$ cat config.mk
export PLATFORM = sky130hd
export DESIGN_NAME = framed_gain_command_decoder
export DESIGN_NICKNAME = d
export VERILOG_FILES = /design/src/rtl/core/fgcd_pkg.sv /design/src/rtl/core/fgcd_front.sv /design/src/rtl/core/fgcd_cmd_queue.sv /design/src/rtl/core/fgcd_back.sv /design/src/rtl/core/framed_gain_command_decoder.sv
export SDC_FILE = /design/constraint.sdc
export NUM_CORES = 1
export LEC_CHECK = 0
export BUFFER_PORTS_ARGS = -buffer_cell sky130_fd_sc_hd__buf_2
export CORE_MARGIN = 1
export CORE_UTILIZATION = 45
export CTS_CLUSTER_DIAMETER = 40
export DETAILED_ROUTE_END_ITERATION = 7
export HOLD_SLACK_MARGIN = 0.06
export PLACE_DENSITY = 0.7
export REMOVE_ABC_BUFFERS = 1
export SLEW_MARGIN = 40
export SYNTH_ARGS = -nofsm -noshare
export SYNTH_HDL_FRONTEND = slang
export SYNTH_SLANG_ARGS = --single-unit
$ cat constraint.sdc
create_clock -name clk -period 4 [get_ports clk]
set_clock_uncertainty 0.15 [all_clocks]
set_input_delay 0 -clock clk [delete_from_list [all_inputs] [get_ports clk]]
set_output_delay 0 -clock clk [all_outputs]
set_load 0.01 [all_outputs]
$ cat src/rtl/core/fgcd_pkg.sv
// Shared types and constants for the framed gain command decoder.
// No dependencies; imported by every module of the block.
package fgcd_pkg;

    localparam int HEAD_LEN = 6;
    localparam int GAIN_COUNT = 6;
    localparam logic [7:0] BUFFER_BYTES = 8'd128;
    localparam logic [7:0] COUNT_MAX = 8'hff;

    localparam logic [7:0] START_RESET = 8'hff;
    localparam logic [7:0] END_RESET = 8'hfe;

    localparam logic [7:0] CODE_LEFT = 8'h10;
    localparam logic [7:0] CODE_RIGHT = 8'h20;
    localparam logic [7:0] CODE_RELOAD = 8'h30;
    localparam logic [7:0] SUB_KP = 8'h01;
    localparam logic [7:0] SUB_KI = 8'h02;
    localparam logic [7:0] SUB_KD = 8'h03;

    localparam logic [1:0] CFG_START = 2'd0;
    localparam logic [1:0] CFG_END = 2'd1;

    localparam logic [1:0] ACT_NOOP = 2'd0;
    localparam logic [1:0] ACT_SET = 2'd1;
    localparam logic [1:0] ACT_RELOAD = 2'd2;

    localparam logic [1:0] GIDX_KP = 2'd0;
    localparam logic [1:0] GIDX_KI = 2'd1;
    localparam logic [1:0] GIDX_KD = 2'd2;

    typedef struct packed {
        logic [1:0]  action;
        logic        motor;
        logic [1:0]  gain_index;
        logic [31:0] gain_bits;
        logic        overlong;
    } cmd_t;

endpackage

$ cat src/rtl/core/fgcd_front.sv
// Front end: frame tracking, head byte capture and command classification.
// Depends on fgcd_pkg.
module fgcd_front (
    input  logic              clk,
    input  logic              rst_n,
    input  logic              byte_fire,
    input  logic [7:0]        rx_byte,
    input  logic              cfg_fire,
    input  logic [1:0]        cfg_index,
    input  logic [7:0]        cfg_data,
    output logic              cmd_push,
    output fgcd_pkg::cmd_t    cmd
);
    import fgcd_pkg::*;

    logic [7:0] start_reg;
    logic [7:0] end_reg;
    logic       in_frame_reg;
    logic [7:0] count_reg;
    logic       over_reg;
    logic [7:0] head_reg [HEAD_LEN];

    logic is_end;
    logic sub_ok;

    assign is_end = in_frame_reg && (rx_byte == end_reg);
    assign cmd_push = byte_fire && is_end;
    assign sub_ok = (head_reg[1] == SUB_KP) || (head_reg[1] == SUB_KI)
                 || (head_reg[1] == SUB_KD);

    always_comb
    begin
        cmd.action = ACT_NOOP;
        cmd.motor = 1'b0;
        cmd.gain_index = GIDX_KP;
        cmd.gain_bits = '0;
        cmd.overlong = over_reg;
        priority if (((head_reg[0] == CODE_LEFT) || (head_reg[0] == CODE_RIGHT)) && sub_ok)
        begin
            cmd.action = ACT_SET;
            cmd.motor = (head_reg[0] == CODE_RIGHT);
            cmd.gain_index = head_reg[1][1:0] - 2'd1;
            cmd.gain_bits = {head_reg[5], head_reg[4], head_reg[3], head_reg[2]};
        end
        else if (head_reg[0] == CODE_RELOAD)
        begin
            cmd.action = ACT_RELOAD;
        end
        else
        begin
            cmd.action = ACT_NOOP;
        end
    end

    always_ff @(posedge clk or negedge rst_n)
    begin
        if (!rst_n)
        begin
            start_reg <= START_RESET;
            end_reg <= END_RESET;
        end
        else if (cfg_fire)
        begin
            if (cfg_index == CFG_START)
                start_reg <= cfg_data;
            else if (cfg_index == CFG_END)
                end_reg <= cfg_data;
        end
    end

    always_ff @(posedge clk or negedge rst_n)
    begin
        if (!rst_n)
        begin
            in_frame_reg <= 1'b0;
            count_reg <= '0;
            over_reg <= 1'b0;
            for (int i = 0; i < HEAD_LEN; i++)
                head_reg[i] <= '0;
        end
        else if (byte_fire)
        begin
            priority if (!in_frame_reg)
            begin
                if (rx_byte == start_reg)
                begin
                    in_frame_reg <= 1'b1;
                    count_reg <= '0;
                    over_reg <= 1'b0;
                end
            end
            else if (is_end)
            begin
                in_frame_reg <= 1'b0;
            end
            else
            begin
                if (count_reg >= BUFFER_BYTES)
                    over_reg <= 1'b1;
                if (count_reg < 8'(HEAD_LEN))
                    head_reg[count_reg[2:0]] <= rx_byte;
                if (count_reg != COUNT_MAX)
                    count_reg <= count_reg + 8'd1;
            end
        end
    end

endmodule

$ cat src/rtl/core/fgcd_cmd_queue.sv
// Two-entry command queue between the front end and the result engine.
// Depends on fgcd_pkg.
module fgcd_cmd_queue (
    input  logic              clk,
    input  logic              rst_n,
    input  logic              push,
    input  fgcd_pkg::cmd_t    push_cmd,
    input  logic              pop,
    output logic              full,
    output logic              q_valid,
    output fgcd_pkg::cmd_t    q_cmd
);
    import fgcd_pkg::*;

    cmd_t       slot_reg [2];
    logic       wr_ptr_reg;
    logic       rd_ptr_reg;
    logic [1:0] fill_reg;

    assign full = (fill_reg == 2'd2);
    assign q_valid = (fill_reg != 2'd0);
    assign q_cmd = slot_reg[rd_ptr_reg];

    always_ff @(posedge clk)
    begin
        if (push)
            slot_reg[wr_ptr_reg] <= push_cmd;
    end

    always_ff @(posedge clk or negedge rst_n)
    begin
        if (!rst_n)
        begin
            wr_ptr_reg <= 1'b0;
            rd_ptr_reg <= 1'b0;
            fill_reg <= '0;
        end
        else
        begin
            if (push)
                wr_ptr_reg <= ~wr_ptr_reg;
            if (pop)
                rd_ptr_reg <= ~rd_ptr_reg;
            unique case ({push, pop})
                2'b10:   fill_reg <= fill_reg + 2'd1;
                2'b01:   fill_reg <= fill_reg - 2'd1;
                default: fill_reg <= fill_reg;
            endcase
        end
    end

endmodule

$ cat src/rtl/core/fgcd_back.sv
// Result engine: gain store updates and result sequencing into the output register.
// Depends on fgcd_pkg.
module fgcd_back (
    input  logic              clk,
    input  logic              rst_n,
    input  logic              q_valid,
    input  fgcd_pkg::cmd_t    q_cmd,
    output logic              pop,
    output logic              out_valid,
    input  logic              out_ready,
    output fgcd_pkg::cmd_t    out_cmd,
    output logic              out_last
);
    import fgcd_pkg::*;

    logic [31:0] gain_reg [GAIN_COUNT];
    logic [1:0]  rl_cnt_reg;
    logic        rl_over_reg;
    logic        out_valid_reg;
    cmd_t        out_cmd_reg;
    logic        out_last_reg;

    logic       out_free;
    logic [2:0] set_idx;

    assign out_free = !out_valid_reg || out_ready;
    assign pop = q_valid && out_free && (rl_cnt_reg == 2'd0);
    assign set_idx = q_cmd.motor ? ({1'b0, q_cmd.gain_index} + 3'd3)
                                 : {1'b0, q_cmd.gain_index};

    assign out_valid = out_valid_reg;
    assign out_cmd = out_cmd_reg;
    assign out_last = out_last_reg;

    always_ff @(posedge clk or negedge rst_n)
    begin
        if (!rst_n)
        begin
            for (int i = 0; i < GAIN_COUNT; i++)
                gain_reg[i] <= '0;
        end
        else if (pop && (q_cmd.action == ACT_SET))
        begin
            gain_reg[set_idx] <= q_cmd.gain_bits;
        end
    end

    always_ff @(posedge clk or negedge rst_n)
    begin
        if (!rst_n)
        begin
            rl_cnt_reg <= '0;
            rl_over_reg <= 1'b0;
            out_valid_reg <= 1'b0;
        end
        else
        begin
            priority if (rl_cnt_reg != 2'd0)
            begin
                if (out_free)
                begin
                    out_valid_reg <= 1'b1;
                    rl_cnt_reg <= (rl_cnt_reg == GIDX_KD) ? 2'd0 : rl_cnt_reg + 2'd1;
                end
            end
            else if (pop)
            begin
                out_valid_reg <= 1'b1;
                if (q_cmd.action == ACT_RELOAD)
                begin
                    rl_cnt_reg <= GIDX_KI;
                    rl_over_reg <= q_cmd.overlong;
                end
            end
            else if (out_ready)
            begin
                out_valid_reg <= 1'b0;
            end
        end
    end

    always_ff @(posedge clk)
    begin
        priority if ((rl_cnt_reg != 2'd0) && out_free)
        begin
            out_cmd_reg.action <= ACT_RELOAD;
            out_cmd_reg.motor <= 1'b0;
            out_cmd_reg.gain_index <= rl_cnt_reg;
            out_cmd_reg.gain_bits <= gain_reg[{1'b0, rl_cnt_reg}];
            out_cmd_reg.overlong <= rl_over_reg;
            out_last_reg <= (rl_cnt_reg == GIDX_KD);
        end
        else if ((rl_cnt_reg == 2'd0) && pop)
        begin
            out_cmd_reg.action <= q_cmd.action;
            out_cmd_reg.motor <= q_cmd.motor;
            out_cmd_reg.gain_index <= q_cmd.gain_index;
            out_cmd_reg.gain_bits <= (q_cmd.action == ACT_RELOAD) ? gain_reg[0]
                                                                  : q_cmd.gain_bits;
            out_cmd_reg.overlong <= q_cmd.overlong;
            out_last_reg <= (q_cmd.action != ACT_RELOAD);
        end
        else
        begin
            out_cmd_reg <= out_cmd_reg;
            out_last_reg <= out_last_reg;
        end
    end

endmodule

$ cat src/rtl/core/framed_gain_command_decoder.sv
// Top level of the framed gain command decoder: front end, command queue, result engine.
// Depends on fgcd_pkg, fgcd_front, fgcd_cmd_queue and fgcd_back.
//
// Usage:
//   s_* carries received bytes, one per transfer. Idle bytes other than the
//   start byte are dropped; inside a frame every byte but the end byte is
//   payload, and the end byte closes and decodes the frame.
//   m_* carries results: one per set-gain or no-op frame, three per reload
//   frame, with m_tlast on the final result of a frame.
//   cfg_* writes start_byte (index 0) and end_byte (index 1); write only
//   while idle. cfg_ready is always high.
// Path: on the end byte transfer the frame's command enters the command
//   queue, then is registered in the output register.
// Throughput: one byte per cycle while s_tready is high; the result engine
//   emits results one at a time, so a reload frame holds it for three results.
// Reset: start_byte 0xFF, end_byte 0xFE, idle, head bytes and gains zero.
// Stall: a held result stalls the result engine; the two-entry command queue
//   absorbs frame ends, and s_tready drops only while the queue is full.
module framed_gain_command_decoder (
    input  logic        clk,
    input  logic        rst_n,
    input  logic        s_tvalid,
    output logic        s_tready,
    input  logic [7:0]  s_tdata,    // [7:0] rx_byte
    output logic        m_tvalid,
    input  logic        m_tready,
    output logic [39:0] m_tdata,    // [1:0] action, [2] motor, [4:3] gain_index,
                                    // [36:5] gain_bits, [37] overlong, [39:38] zero
    output logic        m_tlast,    // last
    input  logic        cfg_valid,
    output logic        cfg_ready,
    input  logic [1:0]  cfg_index,
    input  logic [7:0]  cfg_data
);
    import fgcd_pkg::*;

    logic byte_fire;
    logic cmd_push;
    cmd_t push_cmd;
    logic q_full;
    logic q_valid;
    cmd_t q_cmd;
    logic q_pop;
    cmd_t out_cmd;

    assign s_tready = !q_full;
    assign byte_fire = s_tvalid && s_tready;
    assign cfg_ready = 1'b1;

    fgcd_front u_front (
        .clk       (clk),
        .rst_n     (rst_n),
        .byte_fire (byte_fire),
        .rx_byte   (s_tdata),
        .cfg_fire  (cfg_valid && cfg_ready),
        .cfg_index (cfg_index),
        .cfg_data  (cfg_data),
        .cmd_push  (cmd_push),
        .cmd       (push_cmd)
    );

    fgcd_cmd_queue u_queue (
        .clk      (clk),
        .rst_n    (rst_n),
        .push     (cmd_push),
        .push_cmd (push_cmd),
        .pop      (q_pop),
        .full     (q_full),
        .q_valid  (q_valid),
        .q_cmd    (q_cmd)
    );

    fgcd_back u_back (
        .clk       (clk),
        .rst_n     (rst_n),
        .q_valid   (q_valid),
        .q_cmd     (q_cmd),
        .pop       (q_pop),
        .out_valid (m_tvalid),
        .out_ready (m_tready),
        .out_cmd   (out_cmd),
        .out_last  (m_tlast)
    );

    assign m_tdata = {2'b00, out_cmd.overlong, out_cmd.gain_bits, out_cmd.gain_index,
                      out_cmd.motor, out_cmd.action};

    a_hold_result: assert property (@(posedge clk) disable iff (!rst_n)
        m_tvalid && !m_tready |=> m_tvalid && $stable(m_tdata) && $stable(m_tlast))
        else $error("result changed while stalled");

    a_action_code: assert property (@(posedge clk) disable iff (!rst_n)
        m_tvalid |-> (out_cmd.action == ACT_NOOP) || (out_cmd.action == ACT_SET)
                  || (out_cmd.action == ACT_RELOAD))
        else $error("undefined action code");

    a_reload_last: assert property (@(posedge clk) disable iff (!rst_n)
        m_tvalid && (out_cmd.action == ACT_RELOAD)
            |-> (m_tlast == (out_cmd.gain_index == GIDX_KD)) && !out_cmd.motor)
        else $error("reload result misframed");

    a_noop_clean: assert property (@(posedge clk) disable iff (!rst_n)
        m_tvalid && (out_cmd.action == ACT_NOOP)
            |-> m_tlast && (out_cmd.gain_bits == '0) && !out_cmd.motor)
        else $error("no-op result carries data");

endmodule
==> flow_metrics.env, run 1 <==
export IMPL_num_vias=9206
export IMPL_synthFlopType="dfrtp_1"
export IMPL_tightest_slew_ns=0.780
export IMPL_relSlewSlack_pct=47.6
export IMPL_hold_slack_ns=0.113
export IMPL_fin_crit_sh_pct=79.9
export IMPL_vias_per_cell=5.62
export IMPL_status="finished, final reports clean"
export IMPL_clock_path_buffers=3
export IMPL_largest_register_ffs=128
export IMPL_num_rows=65
export IMPL_required_ns=4.26
export IMPL_crit_family="simple AND/OR/NAND/NOR gates"
export IMPL_r2r_end="u_back.gain_reg[181]"
export IMPL_min_period_ns=3.20
export IMPL_clock_fmax_ghz=0.313
export IMPL_setup_viol=0
export IMPL_gp_congestion=0.781
export IMPL_rsz0062_at_grt="false"
export IMPL_ir_drop_uv=337
export IMPL_drt_iter0_markers=597
export IMPL_clk_latency_ns=0.52
export IMPL_die_area_sq_um=33100
export IMPL_critPathMaxStageDelay_ns=0.67
export IMPL_cts_clk_slew_worst_paths_ns=0.06
export IMPL_antenna_found_initial=1
export IMPL_synth_seq_cells=325
export IMPL_hold_violations=0
export IMPL_utilization_pct=54.0
export IMPL_drt_total_wl_mm=32.5
export IMPL_grt_overflow=0
export IMPL_hold_depth=3
export IMPL_drive_above_1_share_pct=29.7
export IMPL_mostFrequentLayoutCell="dfrtp_1"
export IMPL_dieHeight_um=182
export IMPL_cts_sinks=325
export IMPL_synth_top_cell_area_share_pct=33.5
export IMPL_synthArstFlopShare_pct=64.6
export IMPL_synth_avg_cell_area_sq_um=13.0
export IMPL_drc=0
export IMPL_post_cts_setup_buffer_count=0
export IMPL_cts_root_buf="clkbuf_16"
export IMPL_synth_edff_count=112
export IMPL_leakagePower_nw=7.58
export IMPL_detail_route_antenna_nets=0
export IMPL_numCtsBuffers=42
export IMPL_worst_hold_startpoint="cfg_data[4]"
export IMPL_yosysTopAreaCell="dfrtp_1"
export IMPL_chipWidth_um=182
export IMPL_final_cell_mix="dfrtp_1 (193), mux2_2 (134), nand2_1 (124), edfxtp_1 (112), o21ai_0 (68)"
export IMPL_drv_cap=0
export IMPL_syn_to_final_growth_pct=17.5
export IMPL_io_buffer_count=63
export IMPL_cts_resized=0
export IMPL_fin_nets=1232
export IMPL_syn_inst=1124
export IMPL_synthTopCellsByArea="dfrtp_1 (33%), edfxtp_1 (23%), mux2_2 (10%)"
export IMPL_synth_seq_area_share_pct=59.7
export IMPL_dp_hpwl_mm=18.7
export IMPL_cp_max_fo=32
export IMPL_route_detailed_wl_per_inst_um=19.8
export IMPL_ys_warn_count=0
export IMPL_hold_class="in -> reg"
export IMPL_cp_arrival_ns=3.45
export IMPL_core_area_sq_um=31700
export IMPL_synth_cell_type_count=70
export IMPL_initial_core_util_pct=45.9
export IMPL_worstSetupStartpoint="u_queue.rd_ptr_reg"
export IMPL_start_kind="flop"
export IMPL_grt_usage_pct=20.2
export IMPL_powerDensity_nw_per_um2=539
export IMPL_grt_pass1_wl_mm=52.2
export IMPL_h_tree_depth=2
export IMPL_crit_buf_inv=1
export IMPL_whs_endpoint="u_front.start_reg[4]"
export IMPL_grt_max_degree=97
export IMPL_first_pass_iters=7
export IMPL_synthesis_area_sq_um=14600
export IMPL_maxSlewViolCount=0
export IMPL_path_class="reg -> reg"
export IMPL_crit_path_cell_trace="mux2i_1 -> ha_1 -> nand2_1 -> o211ai_2 -> nand2_1 -> or4_2 -> buf_4 -> mux2_4"
export IMPL_endpoint_kind="flop"
export IMPL_finalPower_w=0.00923
export IMPL_grt_pass1_vias=9513
export IMPL_io_pins=67
export IMPL_crit_path_frequent_cell="nand2_1"
export IMPL_cts_tree="yes"
export IMPL_crit_slowest_cell="or4_2"
export IMPL_rr_worst_depth=8
export IMPL_timing_rr_start="u_queue.rd_ptr_reg"
export IMPL_antennaDiodeCount=0
export IMPL_r2r_setup_slack_ns=0.80
## routing by layer
layer  GRT usage [%]  vias up  share of wire (%)
met3            3.35       60                5.2
met4            7.16        0                2.6
li1                -     4234                  -
met5               0        -                  0
met1            27.0     4664                 44
met2            33.4      248                 48
## logic make-up after synthesis
group | after synthesis | synth area share [%]
DFF | 325 | 59.7
and+or+nand+nor | 270 | 9.07
muxes | 229 | 18.2
AOI/OAI and AO/OA | 186 | 8.41
buffers and inverters | 84 | 2.76
xor gates and xnor gates | 22 | 1.32
adders and majority gates | 6 | 0.515
other | 2 | 0.0515
## per-stage QoR
step                      cell area, sq um  TNS, ns  instances  setup WS, ns
after floorplan                      14200  -162.53       1046         -1.72
after global placement               15300        0       1531         0.887
after detailed placement             15300        0       1532         0.842
after CTS                            17100        0       1638         0.829
after global routing                 17100        0       1638         0.740
final                                17100        0       1638         0.804
## Yosys cell counts, types with 6 or more instances
cell type	n
mux2_4	38
nand2_1	124
xor2_1	17
dfstp_2	15
nor4_1	7
edfxtp_1	112
o211ai_1	13
buf_2	18
ha_1	6
a211o_1	7
buf_4	9
and2_1	36
nor2_1	52
a32oi_1	19
mux2i_1	56
clkbuf_1	43
o21ai_0	69
nor3_1	8
nand3_1	7
a21oi_1	39
mux2_2	134
dfrtp_1	195
a22oi_1	14
## power breakdown
group / switching (W) / internal, W
clock: 0.00145 / 0.00258
sequential: 0.000189 / 0.00382
combinational: 0.000690 / 0.000511
total: 0.00233 / 0.00691
## worst max path at each step
stage	end	cells after the start
after global placement	u_back.gain_reg[180]	8
after global routing	u_back.gain_reg[181]	8
after detailed placement	u_back.gain_reg[165]	8
after CTS	u_back.gain_reg[165]	8
final	u_back.gain_reg[181]	8
after floorplan	u_back.gain_reg[128]	7
## what timing repair did
| action | 4_1_cts | 5_1_grt |
|---|---|---|
| setup endpoints to repair | 0 | 0 |
| hold endpoints to repair | 285 | 0 |
| hold buffers | 29 | 0 |
## worst register-to-register path, delay by kind of cell (launching register included)
kind,cells,cell delay (ns)
buf+inv,1,0.36
compound gates,1,0.13
mux,2,0.59
simple gates,3,0.89
flops,1,0.63
fa+ha+maj,1,0.33
## area by class of cell
class,instances,area (sq um)
fill,2612,14600
sequential,325,8700
multi-input combinational,716,5550
clock buffer,50,1110
timing repair buffer,113,850
tap,402,503
clock inverter,27,392
inverter,5,18.8
Note: power is estimated with default switching activity, not from simulation.
==> run 2: changes to the inputs <==
--- a/config.mk
+++ b/config.mk
@@ -11,7 +11,7 @@
 export CTS_CLUSTER_DIAMETER = 40
 export DETAILED_ROUTE_END_ITERATION = 7
 export HOLD_SLACK_MARGIN = 0.06
-export PLACE_DENSITY = 0.7
+export PLACE_DENSITY = 0.67
 export REMOVE_ABC_BUFFERS = 1
 export SLEW_MARGIN = 40
 export SYNTH_ARGS = -nofsm -noshare
==> constraint.sdc (replaced) <==
create_clock -name clk -period 3.32 [get_ports clk]
set_clock_uncertainty 0.15 [all_clocks]
set_input_delay 0 -clock clk [delete_from_list [all_inputs] [get_ports clk]]
set_output_delay 0 -clock clk [all_outputs]
set_load 0.01 [all_outputs]
==> flow_metrics.env, run 2 (synthesis results as in run 1) <==
export IMPL_whs_endpoint="u_front.start_reg[3]"
export IMPL_grt_max_degree=91
export IMPL_clock_fmax_ghz=0.340
export IMPL_grt_overflow=0
export IMPL_drive_above_1_share_pct=30.1
export IMPL_cts_root_buf="clkbuf_16"
export IMPL_powerDensity_nw_per_um2=648
export IMPL_setup_viol=0
export IMPL_clock_path_buffers=3
export IMPL_hold_class="in -> reg"
export IMPL_rsz0062_at_grt="false"
export IMPL_core_area_sq_um=31700
export IMPL_worstSetupStartpoint="u_front.end_reg[5]"
export IMPL_mostFrequentLayoutCell="dfrtp_1"
export IMPL_p_sw_w=0.00279
export IMPL_hold_violations=0
export IMPL_drt_total_wl_mm=31.3
export IMPL_required_ns=3.37
export IMPL_cts_tree="yes"
export IMPL_pre_cts_ws_ns=0.358
export IMPL_dieHeight_um=182
export IMPL_syn_to_final_growth_pct=18.1
export IMPL_r2r_setup_slack_ns=0.38
export IMPL_post_cts_setup_buffer_count=0
export IMPL_h_tree_depth=2
export IMPL_fin_nets=1243
export IMPL_leakagePower_nw=7.63
export IMPL_io_buffer_count=63
export IMPL_cp_arrival_ns=3.00
export IMPL_clk_latency_ns=0.53
export IMPL_clock_power_share_pct=43.8
export IMPL_route_detailed_wl_per_inst_um=18.9
export IMPL_tightest_slew_ns=0.742
export IMPL_power_share_switching_pct=25.1
export IMPL_maxSlewViolCount=0
export IMPL_grt_use_met1_pct=26.5
export IMPL_detail_route_antenna_nets=0
export IMPL_gr_usage_met2_pct=31.5
export IMPL_grt_usage_pct=19.3
export IMPL_gp_congestion=0.799
export IMPL_num_vias=9102
export IMPL_num_rows=65
export IMPL_final_cell_mix="dfrtp_1 (193), mux2_2 (134), nand2_1 (124), edfxtp_1 (112), o21ai_0 (68)"
export IMPL_largest_register_ffs=128
export IMPL_relSlewSlack_pct=50.4
export IMPL_met3_usage_pct=3.37
export IMPL_fin_crit_sh_pct=88.6
export IMPL_p_int_w=0.00835
export IMPL_vias_per_cell=5.51
export IMPL_hold_slack_ns=0.123
export IMPL_numCtsBuffers=44
export IMPL_worst_slack_ns=0.377
export IMPL_finalPower_w=0.0111
export IMPL_ir_drop_uv=465
export IMPL_status="finished, final reports clean"
export IMPL_path_class="reg -> reg"
export IMPL_first_pass_iters=4
export IMPL_grt_pass1_wl_mm=50.1
export IMPL_grt_pass1_vias=9218
export IMPL_cts_sinks=325
export IMPL_chipWidth_um=182
export IMPL_worst_hold_startpoint="cfg_data[3]"
export IMPL_hold_depth=3
export IMPL_cp_max_fo=38
export IMPL_rr_worst_depth=6
export IMPL_drv_cap=0
export IMPL_cts_resized=0
export IMPL_io_pins=67
export IMPL_drc=0
export IMPL_r2r_end="u_queue.slot_reg[0][24]"
export IMPL_dp_hpwl_mm=18.7
export IMPL_busiest_layer="met2"
export IMPL_start_kind="flop"
export IMPL_antennaDiodeCount=0
export IMPL_drt_iter0_markers=533
export IMPL_cts_clk_slew_worst_paths_ns=0.05
export IMPL_antenna_found_initial=0
export IMPL_p_comb_share_pct=13.3
export IMPL_die_area_sq_um=33100
export IMPL_pwr_share_seq_pct=42.9
export IMPL_initial_core_util_pct=45.9
export IMPL_min_period_ns=2.94
export IMPL_timing_rr_start="u_front.end_reg[5]"
export IMPL_endpoint_kind="flop"
run 2: cell types whose count changed in the layout (fill, tap and decap cells not counted), moves of 2 or more:
| cell | before | now |
|---|---|---|
| clkinv_4 | 2 | 4 |
| dlygate4sd3_1 | 28 | 30 |
| clkinv_1 | 3 | 0 |
| buf_4 | 16 | 25 |
| bufinv_16 | 9 | 7 |
| clkbuf_1 | 6 | 10 |
| clkbuf_16 | 44 | 46 |
run 2: through the flow:
stage	setup TNS (ns)	util (%)	instance area [sq um]	std cells
final	0	54.2	17200	1651
after global routing	0	54.2	17200	1651
after CTS	0	54.2	17200	1650
after detailed placement	0	48.3	15300	1539
after global placement	0	48.3	15300	1539
after floorplan	-313.11	-	14200	1046
run 2: per-layer routing:
metal,routed length (um),vias to the layer above
met5,0,-
met4,670,0
met3,1420,52
met2,14700,200
met1,14500,4580
li1,-,4270
run 2: power groups by stage:
stage / clock network [W] / registers (W) / logic, W
floorplan: 0 / 0.00511 / 0.000649
global placement: 0 / 0.00485 / 0.00142
detailed placement: 0 / 0.00486 / 0.00145
CTS: 0.00497 / 0.00479 / 0.00149
global route: 0.00515 / 0.00483 / 0.00161
finish: 0.00488 / 0.00479 / 0.00148
run 2: cell type report:
class | count | area (sq um)
fillers | 2623 | 14500
flip-flops and latches | 325 | 8700
multi-input cells | 716 | 5540
clock buffers | 57 | 1200
repair buffers | 122 | 901
well taps | 402 | 503
clock inverters | 24 | 342
inverters | 5 | 18.8
run 2: repair_timing:
action                                 4_1_cts  5_1_grt
endpoints found under the hold margin      231        0
setup endpoints to repair                    0        0
hold buffers                                30        0
run 2: how the worst max path moves through the flow:
stage / endpoint / slack [ns] / cells after the start
after floorplan: u_back.gain_reg[128] / -2.40 / 7
after global placement: u_queue.slot_reg[0][21] / 0.41 / 6
after detailed placement: u_queue.slot_reg[0][23] / 0.36 / 6
after CTS: u_queue.slot_reg[0][34] / 0.33 / 6
after global routing: u_queue.fill_reg[1] / 0.13 / 7
final: u_queue.slot_reg[0][24] / 0.38 / 6
run 2: worst max-delay path: stages, from the launching register on:
cell and delay [ns]:
dfstp_2 0.53, xor2_1 0.07, nor4_2 0.45, and2_1 0.67, nand2_1 0.28, nor2_4 0.20
buf_12 0.26
